**config.mk**
```make
export PLATFORM = sky130hd
export DESIGN_NAME = caption_608_pair_classifier_core
export DESIGN_NICKNAME = d
export VERILOG_FILES = /design/src/rtl/core/c608pc_pkg.sv /design/src/rtl/core/c608pc_check.sv /design/src/rtl/core/c608pc_decode.sv /design/src/rtl/core/caption_608_pair_classifier_core.sv
export VERILOG_INCLUDE_DIRS = /design/src /design/src/rtl/core
export SDC_FILE = /design/constraint.sdc
export NUM_CORES = 1
export LEC_CHECK = 0
export BUFFER_PORTS_ARGS = -buffer_cell sky130_fd_sc_hd__buf_2
export CORE_ASPECT_RATIO = 1.2
export CORE_UTILIZATION = 40
export DETAILED_ROUTE_END_ITERATION = 8
export GPL_TIMING_DRIVEN = 0
export HOLD_SLACK_MARGIN = 0.1
export SLEW_MARGIN = 10
export SYNTH_ARGS = -nofsm -noshare
export SYNTH_HDL_FRONTEND = slang
export SYNTH_SLANG_ARGS = --single-unit
export TNS_END_PERCENT = 30
```
**constraint.sdc**
```tcl
create_clock -name clk -period 4.2 [get_ports clk]
set_input_delay 0.84 -clock clk [delete_from_list [all_inputs] [get_ports clk]]
set_output_delay 0.84 -clock clk [all_outputs]
set_load 0.03 [all_outputs]
```
**src/rtl/core/caption_608_pair_classifier_core_assert.svh**
```systemverilog
// assertion macros for the caption pair classifier core
`ifndef CAPTION_608_PAIR_CLASSIFIER_CORE_ASSERT_SVH
`define CAPTION_608_PAIR_CLASSIFIER_CORE_ASSERT_SVH
`ifndef SYNTH
`define C608PC_ASSERT(lbl, prop) \
  lbl: assert property (@(posedge clk) disable iff (!rst_n) (prop)) \
    else $error("c608pc assertion failed");
`define C608PC_ASSERT_IMP(lbl, ante, cons) \
  lbl: assert property (@(posedge clk) disable iff (!rst_n) (ante) |-> (cons)) \
    else $error("c608pc implication failed");
`define C608PC_ASSERT_NEXT(lbl, ante, cons) \
  lbl: assert property (@(posedge clk) disable iff (!rst_n) (ante) |=> (cons)) \
    else $error("c608pc next-cycle check failed");
`else
`define C608PC_ASSERT(lbl, prop)
`define C608PC_ASSERT_IMP(lbl, ante, cons)
`define C608PC_ASSERT_NEXT(lbl, ante, cons)
`endif
`endif

```
**src/rtl/core/c608pc_pkg.sv**
```systemverilog
// shared types, constants and row map for the caption pair classifier
`timescale 1ns / 1ps
package c608pc_pkg;

  typedef enum logic [3:0] {
    CAT_SUPPRESSED   = 4'd0,
    CAT_PREAMBLE     = 4'd1,
    CAT_PREAMBLE_BAD = 4'd2,
    CAT_ATTRIBUTE    = 4'd3,
    CAT_COMMAND      = 4'd4,
    CAT_COMMAND_UNK  = 4'd5,
    CAT_SPECIAL_NA   = 4'd6,
    CAT_SPECIAL_SFM  = 4'd7,
    CAT_SPECIAL_PGD  = 4'd8,
    CAT_STANDARD     = 4'd9,
    CAT_TAB          = 4'd10,
    CAT_NONDATA      = 4'd11
  } cat_t;

  localparam logic [7:0] NULL_HDR_A = 8'hfa;
  localparam logic [7:0] NULL_HDR_B = 8'hfc;
  localparam logic [7:0] NULL_HDR_C = 8'hfd;
  localparam logic [6:0] BAD_PARITY_SUB = 7'h7f;

  localparam logic [6:0] B1_PAC_BASE = 7'h10;
  localparam logic [6:0] B1_SET_NA   = 7'h11;
  localparam logic [6:0] B1_SET_PGD  = 7'h13;
  localparam logic [6:0] B1_TAB      = 7'h17;
  localparam logic [6:0] B1_CMD_A    = 7'h14;
  localparam logic [6:0] B1_CMD_B    = 7'h15;
  localparam logic [6:0] B1_CMD_C    = 7'h1c;
  localparam logic [6:0] B1_STD_LO   = 7'h20;

  localparam logic [6:0] B2_PAC_LO   = 7'h40;
  localparam logic [6:0] B2_PAC_HI   = 7'h5f;
  localparam logic [6:0] B2_ATTR_LO  = 7'h20;
  localparam logic [6:0] B2_ATTR_HI  = 7'h2f;
  localparam logic [6:0] B2_ATTR17_LO = 7'h2e;
  localparam logic [6:0] B2_TAB_LO   = 7'h21;
  localparam logic [6:0] B2_TAB_HI   = 7'h23;

  localparam logic [3:0] PAC_IDX_NO_ROW = 4'd1;
  localparam logic [2:0] COLOR_WHITE    = 3'd6;
  localparam logic [4:0] STYLE_ITALIC   = 5'd14;
  localparam logic [4:0] STYLE_ITALIC_U = 5'd15;

  typedef struct packed {
    logic       suppress;
    logic [6:0] b1;
    logic [6:0] b2;
  } chk_t;

  typedef struct packed {
    cat_t       category;
    logic [3:0] preamble_index;
    logic [3:0] row;
    logic [2:0] color;
    logic [1:0] style;
    logic [4:0] indent;
    logic [3:0] command_index;
    logic [6:0] char_first;
    logic [6:0] char_second;
    logic [1:0] tab_spaces;
  } res_t;

  // screen row minus one for each preamble index
  function automatic logic [3:0] row_of(input logic [3:0] idx);
    logic [3:0] r;
    case (idx)
      4'd0:    r = 4'd10;
      4'd2:    r = 4'd0;
      4'd3:    r = 4'd1;
      4'd4:    r = 4'd2;
      4'd5:    r = 4'd3;
      4'd6:    r = 4'd11;
      4'd7:    r = 4'd12;
      4'd8:    r = 4'd13;
      4'd9:    r = 4'd14;
      4'd10:   r = 4'd4;
      4'd11:   r = 4'd5;
      4'd12:   r = 4'd6;
      4'd13:   r = 4'd7;
      4'd14:   r = 4'd8;
      4'd15:   r = 4'd9;
      default: r = 4'd0;
    endcase
    return r;
  endfunction

  function automatic logic [2:0] color_of(input logic [4:0] v);
    logic [3:0] h;
    h = v[4:1];
    if (h >= 4'd1 && h <= 4'd6) begin
      return 3'(h - 4'd1);
    end
    return COLOR_WHITE;
  endfunction

  function automatic logic [1:0] style_of(input logic [4:0] v);
    logic [1:0] s;
    if (v == STYLE_ITALIC) begin
      s = 2'd2;
    end else if (v == STYLE_ITALIC_U) begin
      s = 2'd3;
    end else begin
      s = {1'b0, v[0]};
    end
    return s;
  endfunction

endpackage

```
**src/rtl/core/c608pc_check.sv**
```systemverilog
// header, parity and null padding checks on one caption triple
`timescale 1ns / 1ps
module c608pc_check (
  input  logic              [7:0] header_byte,
  input  logic              [7:0] first_byte,
  input  logic              [7:0] second_byte,
  input  logic                    skip_packet_checks,
  output c608pc_pkg::chk_t        chk
);

  logic       hdr_bad;
  logic       b2_par_bad;
  logic [6:0] b1_fix;
  logic       null_pad;

  always_comb begin
    hdr_bad    = !header_byte[2] || (header_byte[1:0] != 2'd0);
    b2_par_bad = !(^second_byte);
    b1_fix     = (^first_byte) ? first_byte[6:0] : c608pc_pkg::BAD_PARITY_SUB;
    null_pad   = ((header_byte == c608pc_pkg::NULL_HDR_A) ||
                  (header_byte == c608pc_pkg::NULL_HDR_B) ||
                  (header_byte == c608pc_pkg::NULL_HDR_C)) &&
                 (b1_fix == 7'd0) && (second_byte[6:0] == 7'd0);
    if (skip_packet_checks) begin
      chk.suppress = 1'b0;
      chk.b1       = first_byte[6:0];
    end else begin
      chk.suppress = hdr_bad || b2_par_bad || null_pad;
      chk.b1       = b1_fix;
    end
    chk.b2 = second_byte[6:0];
  end

endmodule

```
**src/rtl/core/c608pc_decode.sv**
```systemverilog
// classification of a checked byte pair into category and fields
`timescale 1ns / 1ps
module c608pc_decode (
  input  c608pc_pkg::chk_t chk,
  output c608pc_pkg::res_t res
);

  logic [6:0] b1;
  logic [6:0] b2;
  logic       is_pac;
  logic       is_attr;
  logic       is_cmd;
  logic [3:0] pac_idx;
  logic [4:0] pac_v;
  logic [4:0] attr_v;

  always_comb begin
    b1 = chk.b1;
    b2 = chk.b2;
    is_pac  = ((b1 == c608pc_pkg::B1_PAC_BASE) && (b2 >= c608pc_pkg::B2_PAC_LO) &&
               (b2 <= c608pc_pkg::B2_PAC_HI)) ||
              ((b1 >= c608pc_pkg::B1_SET_NA) && (b1 <= c608pc_pkg::B1_TAB) &&
               (b2 >= c608pc_pkg::B2_PAC_LO));
    is_attr = ((b1 == c608pc_pkg::B1_SET_NA) && (b2 >= c608pc_pkg::B2_ATTR_LO) &&
               (b2 <= c608pc_pkg::B2_ATTR_HI)) ||
              ((b1 == c608pc_pkg::B1_TAB) && (b2 >= c608pc_pkg::B2_ATTR17_LO) &&
               (b2 <= c608pc_pkg::B2_ATTR_HI));
    is_cmd  = (b1 == c608pc_pkg::B1_CMD_A) || (b1 == c608pc_pkg::B1_CMD_B) ||
              (b1 == c608pc_pkg::B1_CMD_C);
    pac_idx = {b1[2:0], b2[5]};
    pac_v   = b2[4:0];
    attr_v  = {1'b0, b2[3:0]};

    res.category       = c608pc_pkg::CAT_SUPPRESSED;
    res.preamble_index = 4'd0;
    res.row            = 4'd0;
    res.color          = 3'd0;
    res.style          = 2'd0;
    res.indent         = 5'd0;
    res.command_index  = 4'd0;
    res.char_first     = 7'd0;
    res.char_second    = 7'd0;
    res.tab_spaces     = 2'd0;

    if (!chk.suppress) begin
      if (is_pac) begin
        res.preamble_index = pac_idx;
        if (pac_idx == c608pc_pkg::PAC_IDX_NO_ROW) begin
          res.category = c608pc_pkg::CAT_PREAMBLE_BAD;
        end else begin
          res.category = c608pc_pkg::CAT_PREAMBLE;
          res.row      = c608pc_pkg::row_of(pac_idx);
          res.color    = c608pc_pkg::color_of(pac_v);
          res.style    = c608pc_pkg::style_of(pac_v);
          res.indent   = pac_v[4] ? {pac_v[3:0], 1'b0} : 5'd0;
        end
      end else if (is_attr) begin
        res.category = c608pc_pkg::CAT_ATTRIBUTE;
        res.color    = c608pc_pkg::color_of(attr_v);
        res.style    = c608pc_pkg::style_of(attr_v);
      end else if (is_cmd) begin
        if ((b2 >= c608pc_pkg::B2_ATTR_LO) && (b2 <= c608pc_pkg::B2_ATTR_HI)) begin
          res.category      = c608pc_pkg::CAT_COMMAND;
          res.command_index = b2[3:0];
        end else begin
          res.category = c608pc_pkg::CAT_COMMAND_UNK;
        end
      end else if ((b1 >= c608pc_pkg::B1_SET_NA) && (b1 <= c608pc_pkg::B1_SET_PGD)) begin
        case (b1[1:0])
          2'd1:    res.category = c608pc_pkg::CAT_SPECIAL_NA;
          2'd2:    res.category = c608pc_pkg::CAT_SPECIAL_SFM;
          default: res.category = c608pc_pkg::CAT_SPECIAL_PGD;
        endcase
      end else if (b1 >= c608pc_pkg::B1_STD_LO) begin
        res.category    = c608pc_pkg::CAT_STANDARD;
        res.char_first  = b1;
        res.char_second = b2;
      end else if ((b1 == c608pc_pkg::B1_TAB) && (b2 >= c608pc_pkg::B2_TAB_LO) &&
                   (b2 <= c608pc_pkg::B2_TAB_HI)) begin
        res.category   = c608pc_pkg::CAT_TAB;
        res.tab_spaces = b2[1:0];
      end else begin
        res.category = c608pc_pkg::CAT_NONDATA;
      end
    end
  end

endmodule

```
**src/rtl/core/caption_608_pair_classifier_core.sv**
```systemverilog
// top level of the caption pair classifier: input register, decode, result register
//
// one transaction on the in_ channel carries a caption triple (header byte,
// two data bytes with parity in bit 7) and a flag that bypasses the packet
// checks; one transaction on the out_ channel carries the category and the
// decoded fields for that triple, in order, one result per input
// path: a triple accepted on in_ is held in the input register, decoded, and
// then captured in the result register, from which it is offered on out_
// throughput: one triple per cycle while out_ready stays high, set by the single
// decode stage between the two registers
// both registers use valid and ready; in_ready stays high while the input
// register is empty or moving forward, so a stalled receiver only blocks the
// input once both registers hold a transaction
// reset: rst_n low at a clock edge empties both registers; out_valid drops
// and in_ready rises in the next cycle, with no warm-up
// when out_valid is high and out_ready is low the result and all fields hold steady
`timescale 1ns / 1ps
`include "caption_608_pair_classifier_core_assert.svh"
module caption_608_pair_classifier_core (
  input  logic       clk,
  input  logic       rst_n,
  input  logic       in_valid,
  output logic       in_ready,
  input  logic [7:0] in_header_byte,
  input  logic [7:0] in_first_byte,
  input  logic [7:0] in_second_byte,
  input  logic       in_skip_packet_checks,
  output logic       out_valid,
  input  logic       out_ready,
  output logic [3:0] out_category,
  output logic [3:0] out_preamble_index,
  output logic [3:0] out_row,
  output logic [2:0] out_color,
  output logic [1:0] out_style,
  output logic [4:0] out_indent,
  output logic [3:0] out_command_index,
  output logic [6:0] out_char_first,
  output logic [6:0] out_char_second,
  output logic [1:0] out_tab_spaces
);

  logic             stg_valid_r;
  logic [7:0]       hdr_r;
  logic [7:0]       b1_r;
  logic [7:0]       b2_r;
  logic             skip_r;
  logic             out_valid_r;
  c608pc_pkg::res_t res_r;
  c608pc_pkg::chk_t chk;
  c608pc_pkg::res_t res_nxt;
  logic             stg_ready;

  assign stg_ready = !out_valid_r || out_ready;
  assign in_ready  = !stg_valid_r || stg_ready;

  always_ff @(posedge clk) begin
    if (!rst_n) begin
      stg_valid_r <= 1'b0;
    end else if (in_ready) begin
      stg_valid_r <= in_valid;
    end
  end

  always_ff @(posedge clk) begin
    if (in_valid && in_ready) begin
      hdr_r  <= in_header_byte;
      b1_r   <= in_first_byte;
      b2_r   <= in_second_byte;
      skip_r <= in_skip_packet_checks;
    end
  end

  c608pc_check u_check (
    .header_byte        (hdr_r),
    .first_byte         (b1_r),
    .second_byte        (b2_r),
    .skip_packet_checks (skip_r),
    .chk                (chk)
  );

  c608pc_decode u_decode (
    .chk (chk),
    .res (res_nxt)
  );

  always_ff @(posedge clk) begin
    if (!rst_n) begin
      out_valid_r <= 1'b0;
    end else if (stg_ready) begin
      out_valid_r <= stg_valid_r;
    end
  end

  always_ff @(posedge clk) begin
    if (stg_valid_r && stg_ready) begin
      res_r <= res_nxt;
    end
  end

  assign out_valid          = out_valid_r;
  assign out_category       = res_r.category;
  assign out_preamble_index = res_r.preamble_index;
  assign out_row            = res_r.row;
  assign out_color          = res_r.color;
  assign out_style          = res_r.style;
  assign out_indent         = res_r.indent;
  assign out_command_index  = res_r.command_index;
  assign out_char_first     = res_r.char_first;
  assign out_char_second    = res_r.char_second;
  assign out_tab_spaces     = res_r.tab_spaces;

  `C608PC_ASSERT_IMP(a_stall_full, !in_ready, stg_valid_r && out_valid_r && !out_ready)
  `C608PC_ASSERT_NEXT(a_stage_moves, stg_valid_r && stg_ready, out_valid_r)
  `C608PC_ASSERT_IMP(a_suppressed_zero,
    out_valid_r && (res_r.category == c608pc_pkg::CAT_SUPPRESSED),
    (res_r.preamble_index == 4'd0) && (res_r.char_first == 7'd0) && (res_r.tab_spaces == 2'd0))
  `C608PC_ASSERT_IMP(a_std_chars,
    out_valid_r && (res_r.category == c608pc_pkg::CAT_STANDARD),
    res_r.char_first >= c608pc_pkg::B1_STD_LO)
  `C608PC_ASSERT(a_row_range, !out_valid_r || (res_r.row <= 4'd14))

endmodule

```
== After elaboration in Yosys (flattened, before gate mapping) ==
Memory sizes are Yosys's and may differ from the RTL's. A register that Yosys moved wholly into a read port is not among the register bits.
Index checks and enable logic that the tools add are counted.

* Logic and storage cells: 131
* Register bits: 65
* Bits of input ports: 29
* Output and inout bits: 44
* ROM bits: 64
* Memories: 1

* Multiplexer cells: 31
* Add/sub/neg operators: 2
* Equal/unequal tests: 16
* Reductions and logical operators: 44
* Magnitude comparators: 15
* Bitwise logic cells: 6

{| class="wikitable"
|+ Memories
! name !! depth !! width !! rd ports !! clocked after memory_dff !! wr ports !! line !! RTL
|-
| (name not given) || 16 || 4 || 1 || 1 || 0 || c608pc_pkg.sv:69 || <nowiki>case (idx)</nowiki>
|}

{| class="wikitable"
|+ Operator list
! operator !! count
|-
| $eq A7 B5 Y1 const B || 6
|-
| $ge A7 B6 Y1 const B || 4
|-
| $eq A8 B8 Y1 const B || 3
|-
| $mux W4 || 5
|-
| $logic_and A1 B1 Y1 || 18
|-
| $reduce_xor A8 Y1 || 2
|-
| $mux W5 || 3
|-
| $le A7 B5 Y1 const B || 2
|-
| $le A7 B6 Y1 const B || 2
|-
| $logic_not A7 Y1 || 2
|-
| $mux W3 || 4
|-
| $logic_or A1 B1 Y1 || 11
|-
| $eq A5 B4 Y1 const B || 2
|-
| $mux W1 || 10
|-
| $mux W10 || 1
|-
| $mux W2 || 5
|-
| $eq A4 B4 Y1 const B || 2
|-
| $mux W8 || 1
|-
| $pmux W4 S2 || 1
|-
| $ge A7 B5 Y1 const B || 1
|-
| $ge A7 B7 Y1 const B || 1
|-
| $le A7 B7 Y1 const B || 1
|-
| $mux W7 || 1
|-
| $reduce_or A7 Y1 || 1
|-
| other kinds (16) || 25
|}

== Longest topological paths before layout ==
Gate-level depths: netlist (run 1).

* Word-level depth: 17
* Mapped depth: 15
* Mapped depth without buffers: 13

== By module ==
Synthesis (run 1) repeated with hierarchy kept, for this count alone.

* Cells, all modules: 270
* Area total of the unflattened synthesis: 3572.2 µm²

{| class="wikitable"
|+ Modules (own cells, without submodules)
! module !! seq. area each (µm²) !! cells each !! area each (µm²) !! instances
|-
| caption_608_pair_classifier_core || 2052.0 || 76 || 2115.8 || 1
|-
| c608pc_decode || 0.0 || 149 || 1108.6 || 1
|-
| c608pc_check || 0.0 || 45 || 347.8 || 1
|}

== Worst setup path after synthesis (run 1) ==
No wires, ideal clock.

* Path kind: register to register
* Start: reg b1_r[2]
* End: reg res_r, in the netlist out_category[0] (data pin)
* Stages on the path, launching flop included: 15
* Data arrival time: 3066 ps
* Path buffers: 1
* Path slack: 862 ps
* Cell sequence: edfxtp_1 buf_6 xnor2_1 xnor2_2 xor2_2 nor2_1 nor2_1 inv_1 ha_1 and3b_1 a2111oi_0 o21ai_0 a211o_1 nand4_1 nand3_1

{| class="wikitable"
|+ RTL lines
! element !! line !! RTL
|-
| from (decl) || caption_608_pair_classifier_core.sv:44 || <nowiki>logic [7:0] b1_r;</nowiki>
|-
| from (signal assigned) || caption_608_pair_classifier_core.sv:67 || <nowiki>b1_r <= in_first_byte;</nowiki>
|-
| to (signal assigned) || caption_608_pair_classifier_core.sv:96 || <nowiki>res_r <= res_nxt;</nowiki>
|-
| to (decl) || caption_608_pair_classifier_core.sv:48 || <nowiki>c608pc_pkg::res_t res_r;</nowiki>
|}

==> results of run 1 <==
==> power by group through the flow <==
stage	Combinational, mW	Clock (mW)	Sequential [mW]
after global routing	0.350	0.478	0.809
after global placement	0.316	0	0.821
after CTS	0.321	0.447	0.806
final	0.319	0.437	0.805
after detailed placement	0.319	0	0.820
after floorplan	0.182	0	0.866
==> path summary, 6_finish.rpt <==
path,depth (start not counted),startpoint,end,slack [ns]
worst max-delay path,14,b1_r[2]$_DFFE_PP_,out_category[0]$_SDFFCE_PP0P_,0.38
worst min-delay path,1,stg_valid_r$_SDFFE_PN0N_,out_valid$_SDFFE_PN0P_,0.54
worst max register to register,14,b1_r[2]$_DFFE_PP_,out_category[0]$_SDFFCE_PP0P_,0.38
worst min register to register,1,stg_valid_r$_SDFFE_PN0N_,out_valid$_SDFFE_PN0P_,0.54
==> through the flow <==
step / setup slack (ns) / power, mW / instances / util / cell area, µm²
6_report: 0.382 / 1.56 / 490 / 0.495 / 4260
5_1_grt: 0.00848 / 1.64 / 490 / 0.495 / 4260
4_1_cts: 0.196 / 1.57 / 490 / 0.494 / 4260
3_5_place_dp: 0.198 / 1.14 / 474 / 0.477 / 4110
3_3_place_gp: 0.247 / 1.14 / 473 / 0.474 / 4080
2_1_floorplan: 0.862 / 1.05 / 285 / - / 3580
==> final cells by class <==
class | instances | area [µm²] | area share
clock inverters | 3 | 13.8 | 0.00323
inverters | 13 | 48.8 | 0.0115
multi-input cells | 190 | 1430 | 0.335
clock buffers | 13 | 139 | 0.0326
repair buffers | 72 | 375 | 0.0881
flip-flops and latches | 68 | 2020 | 0.475
well taps | 117 | 146 | 0.0344
plain buffers | 14 | 86.3 | 0.0203
==> cells by family after synthesis <==
| family | synth area share |
|---|---|
| and+or+nand+nor | 0.140 |
| DFF | 0.565 |
| AOI/OAI and AO/OA | 0.129 |
| buffers and inverters | 0.0378 |
| adders and majority gates | 0.0770 |
| xor gates and xnor gates | 0.0416 |
| muxes | 0.00875 |
| other | 0.00105 |
==> per-layer routing <==
metal,wire [µm],vias up,part of all wire,track usage
met1,3390,1146,0.46,0.222
met4,139,0,0.019,0.0622
met3,314,10,0.042,0.0509
met2,3550,70,0.48,0.271
met5,0,-,0,0
li1,-,1233,-,-
==> state kept, by name (all words and copies together), names as in the netlist <==
register            count
b1_r                    8
b2_r                    8
hdr_r                   8
out_char_first          7
out_char_second         7
out_category            4
out_command_index       4
out_indent              4
out_preamble_index      4
out_row                 4
out_color               3
out_style               2
out_tab_spaces          2
out_valid               1
skip_r                  1
stg_valid_r             1
==> timing repair <==
action,CTS,global route
gates resized for setup,0,1
setup endpoints to repair,0,6
buffers inserted,0,0
==> layout by cell type, fill, tap and decap left out, types with 4 or more instances in the layout <==
master	instances
a211oi_1	7
a21oi_1	8
a31oi_1	5
and2_1	10
buf_2	74
buf_4	4
clkbuf_1	9
clkbuf_8	9
edfxtp_1	66
ha_1	22
inv_1	13
nand2_1	11
nand3_1	5
nor2_1	25
nor2b_1	10
nor3_1	6
nor4_1	8
o21a_1	5
o21ai_0	5
xnor2_1	6
==> worst max-delay path, delay by kind of cell, from the launching register on <==
family	cells	cell delay (ns)
compound gates	3	0.94
simple gates	5	0.86
xor+xnor	3	0.79
flops	1	0.37
buf+inv	2	0.32
fa+ha+maj	1	0.28
==> flow_metrics.env, run 1 <==
export IMPL_internal_power_mw=1.11
export IMPL_p_seq_frac=0.516
export IMPL_ys_types=60
export IMPL_clkTransAtPathRegs_ns=0.07
export IMPL_cts_buffers=9
export IMPL_firstDrtPassIters=4
export IMPL_pwr_share_comb=0.204
export IMPL_synthTopCellsByArea="edfxtp_1, ha_1, nor2_1"
export IMPL_arrival_ns=3.90
export IMPL_initial_core_util=0.415
export IMPL_synth_edf_count=66
export IMPL_clkLatencyLatePin_ns=0.35
export IMPL_gp_congestion=0.852
export IMPL_setup_tns_ns=0
export IMPL_yosysWarnings=0
export IMPL_fin_skew_ns=0.0121
export IMPL_yosysTopAreaCell="edfxtp_1"
export IMPL_syn_nets=336
export IMPL_outcome="complete, no violations"
export IMPL_ys_seq_elements=68
export IMPL_dieHeight_um=106
export IMPL_path_class="reg2reg"
export IMPL_cp_max_fo=8
export IMPL_htree_levels=3
export IMPL_worstPathRequired_ns=4.28
export IMPL_yosys_area_top_type_share=0.554
export IMPL_grt_pass1_wl_um=11700
export IMPL_hold_viol=0
export IMPL_gr_total_overflow=0
export IMPL_drv_cap=0
export IMPL_startpoint_type="flop"
export IMPL_max_stage_delay_ns=0.44
export IMPL_cts_sinks=68
export IMPL_power_switching_mw=0.451
export IMPL_port_buffers=71
export IMPL_clkPwrFrac=0.280
export IMPL_crit_chain="buf_6, xnor2_1, xnor2_2, xor2_2, nor2_1, nor2_2, inv_1, ha_1, and3b_1, a2111oi_0, o21ai_0, a211o_1, nand4_1, nand3_1"
export IMPL_fin_hold_ws_ns=0.542
export IMPL_drt_iter0_markers=119
export IMPL_grt_max_degree=35
export IMPL_core_area_um2=8610
export IMPL_p_per_area_nw_per_um2=366
export IMPL_slew_viol_final=0
export IMPL_antenna_left=0
export IMPL_routed_wl_um=7400
export IMPL_synth_area_per_cell_um2=12.5
export IMPL_wl_per_cell_um=15.1
export IMPL_syn_to_final_growth_pct=19.1
export IMPL_syn_area_um2=3580
export IMPL_grt_antenna_before_repair=0
export IMPL_ys_flop_type="edfxtp_1"
export IMPL_io_pins=73
export IMPL_ys_async_sr_fraction=0
export IMPL_drive_above_1_share=0.284
export IMPL_maxSlewHeadroom=0.326
export IMPL_hold_buffers=0
export IMPL_fmax_ghz=0.262
export IMPL_synth_top_cells_by_count="edfxtp_1, nor2_1, ha_1"
export IMPL_row_count=37
export IMPL_cp_slowest_cell="a2111oi_0"
export IMPL_grt_pass1_vias=2360
export IMPL_syn_inst=285
export IMPL_p_leak_nw=1.64
export IMPL_finalCritPeriodShare=0.909
export IMPL_fillCellCount=825
export IMPL_ys_seq_area_frac=0.565
export IMPL_die_area_um2=9320
export IMPL_clockRootBuffer="clkbuf_8"
export IMPL_ctsLongestPathBuffers=2
export IMPL_hp_class="reg2reg"
export IMPL_rsz0062_at_grt="no"
export IMPL_dpl_hpwl_um=5580
export IMPL_fin_nets=419
export IMPL_finalSetupViolCount=0
export IMPL_cp_end_kind="flop"
export IMPL_vias=2459
export IMPL_cts_tree="done"
export IMPL_diodes=0
export IMPL_irDropWorstVdd_uv=209
export IMPL_yosysMostFrequentCell="edfxtp_1"
export IMPL_swShare=0.289
export IMPL_die_x_um=88.3
export IMPL_drc=0
export IMPL_grt_usage=0.172
export IMPL_tightest_slew_ns=1.01
export IMPL_finalCriticalPeriod_ns=3.82
export IMPL_via_per_inst=5.02
No activity file was read; power rests on OpenSTA's default activity.
==> run 2: changes to the inputs <==
--- a/config.mk
+++ b/config.mk
@@ -10,7 +10,6 @@
 export CORE_ASPECT_RATIO = 1.2
 export CORE_UTILIZATION = 40
 export DETAILED_ROUTE_END_ITERATION = 8
-export GPL_TIMING_DRIVEN = 0
 export HOLD_SLACK_MARGIN = 0.1
 export SLEW_MARGIN = 10
 export SYNTH_ARGS = -nofsm -noshare
==> run 2 against run 1 <==
First-iteration DRC count rose by 25%. Combinational power fell by 2%. Register-to-register slack improved by 0.07 ns. Global-route usage rose by 0.30 points. Critical path depth did not move. Largest cell class unchanged. Setup slack improved by 0.074 ns. Via count rose by 1.1%.
==> flow_metrics.env, run 2 (same netlist as run 1, synthesis figures left out) <==
export IMPL_grt_max_degree=42
export IMPL_fmax_ghz=0.267
export IMPL_crit_buf_inv=3
export IMPL_fillCellCount=816
export IMPL_htree_levels=3
export IMPL_dp_cells=468
export IMPL_grt_usage=0.175
export IMPL_rsz0062_at_grt="no"
export IMPL_cts_sinks=68
export IMPL_drv_cap=0
export IMPL_wl_per_cell_um=15.5
export IMPL_vias=2486
export IMPL_via_per_inst=5.15
export IMPL_gr_total_overflow=0
export IMPL_grt_pass1_wl_um=11900
export IMPL_cp_end_kind="flop"
export IMPL_syn_to_final_growth_pct=17.9
export IMPL_cp_slowest_cell="edfxtp_1"
export IMPL_multi_input_area_um2=1430
export IMPL_seq_area_um2=2020
export IMPL_initial_core_util=0.415
export IMPL_setup_tns_ns=0
export IMPL_io_pins=73
export IMPL_p_per_area_nw_per_um2=368
export IMPL_outcome="complete, no violations"
export IMPL_ctsResizeCount=0
export IMPL_cts_tree="done"
export IMPL_final_common_cell="buf_2"
export IMPL_grt_pass1_vias=2354
export IMPL_crit_chain="xnor2_1, xnor2_2, xor2_2, nor2_1, nor2_1, inv_1, ha_1, nand3b_1, a2bb2oi_1, nor3_1, buf_4, inv_1, or3_1, a21oi_1"
export IMPL_fin_util=0.490
export IMPL_grt_antenna_before_repair=0
export IMPL_worstPathRequired_ns=4.39
export IMPL_pre_cts_ws_ns=0.493
export IMPL_clockRootBuffer="clkbuf_8"
export IMPL_port_buffers=71
export IMPL_path_class="reg2reg"
export IMPL_firstDrtPassIters=4
export IMPL_die_x_um=88.3
export IMPL_antenna_left=0
export IMPL_reg_largest_list="b1_r (8), b2_r (8), hdr_r (8)"
export IMPL_clkLatencyLatePin_ns=0.35
export IMPL_clkTransAtPathRegs_ns=0.06
export IMPL_startpoint_type="flop"
export IMPL_cts_buffers=9
export IMPL_drive_above_1_share=0.284
export IMPL_tightest_slew_ns=1.07
export IMPL_drc=0
export IMPL_gp_congestion=0.880
export IMPL_p_leak_nw=1.62
export IMPL_post_cts_repair_setup_buffers=0
export IMPL_ctsLongestPathBuffers=2
export IMPL_routed_wl_um=7490
export IMPL_irDropWorstVdd_uv=165
export IMPL_cp_max_fo=10
export IMPL_mostFrequentLayoutCells="buf_2, edfxtp_1, nor2_1"
export IMPL_instances_no_fill=483
export IMPL_slew_viol_final=0
export IMPL_hp_class="reg2reg"
export IMPL_drt_iter0_markers=149
export IMPL_core_area_um2=8610
export IMPL_critPathTopFamily="simple AND/OR/NAND/NOR gates"
export IMPL_dpl_hpwl_um=5520
export IMPL_hold_viol=0
export IMPL_max_stage_delay_ns=0.51
export IMPL_arrival_ns=3.93
export IMPL_diodes=0
export IMPL_fin_nets=413
export IMPL_die_area_um2=9320
export IMPL_dieHeight_um=106
export IMPL_finalCriticalPeriod_ns=3.74
export IMPL_row_count=37
export IMPL_worst_slack_ns=0.456
export IMPL_maxSlewHeadroom=0.283
export IMPL_finalCritPeriodShare=0.892
export IMPL_fin_skew_ns=0.00856
export IMPL_finalSetupViolCount=0
export IMPL_hold_buffers=0
==> run 2: layer usage <==
| metal | GRT usage | wire, µm |
|---|---|---|
| met2 | 0.279 | 3610 |
| met3 | 0.0431 | 452 |
| met1 | 0.223 | 3240 |
| met4 | 0.0760 | 184 |
| met5 | 0 | 0 |
==> run 2: final timing paths <==
kind / startpoint / depth (start not counted) / slack [ns] / to
hold reg to reg: stg_valid_r$_SDFFE_PN0N_ / 1 / 0.54 / out_valid$_SDFFE_PN0P_
hold / removal: stg_valid_r$_SDFFE_PN0N_ / 1 / 0.54 / out_valid$_SDFFE_PN0P_
setup reg to reg: b1_r[3]$_DFFE_PP_ / 14 / 0.46 / out_color[0]$_SDFFCE_PP0P_
setup / recovery: b1_r[3]$_DFFE_PP_ / 14 / 0.46 / out_color[0]$_SDFFCE_PP0P_
==> run 2: cell type report <==
class                      instances  share of cell area
sequential                        68               0.480
multi-input combinational        190               0.338
tap                              117              0.0347
inverter                          13              0.0116
clock buffer                      11              0.0312
clock inverter                     4             0.00416
timing repair buffer              80               0.100
==> run 2: power by group <==
part / internal, mW / switching [mW]
Clock: 0.205 / 0.225
Combinational: 0.109 / 0.204
Sequential: 0.790 / 0.0200
Total: 1.10 / 0.449
==> run 2: metrics by stage <==
step | cell area (µm²) | power (mW) | hold slack (ns)
2_1_floorplan | 3580 | 1.05 | 0.477
3_3_place_gp | 4070 | 1.14 | 0.509
3_5_place_dp | 4070 | 1.14 | 0.523
4_1_cts | 4220 | 1.57 | 0.538
5_1_grt | 4220 | 1.63 | 0.590
6_report | 4220 | 1.55 | 0.537
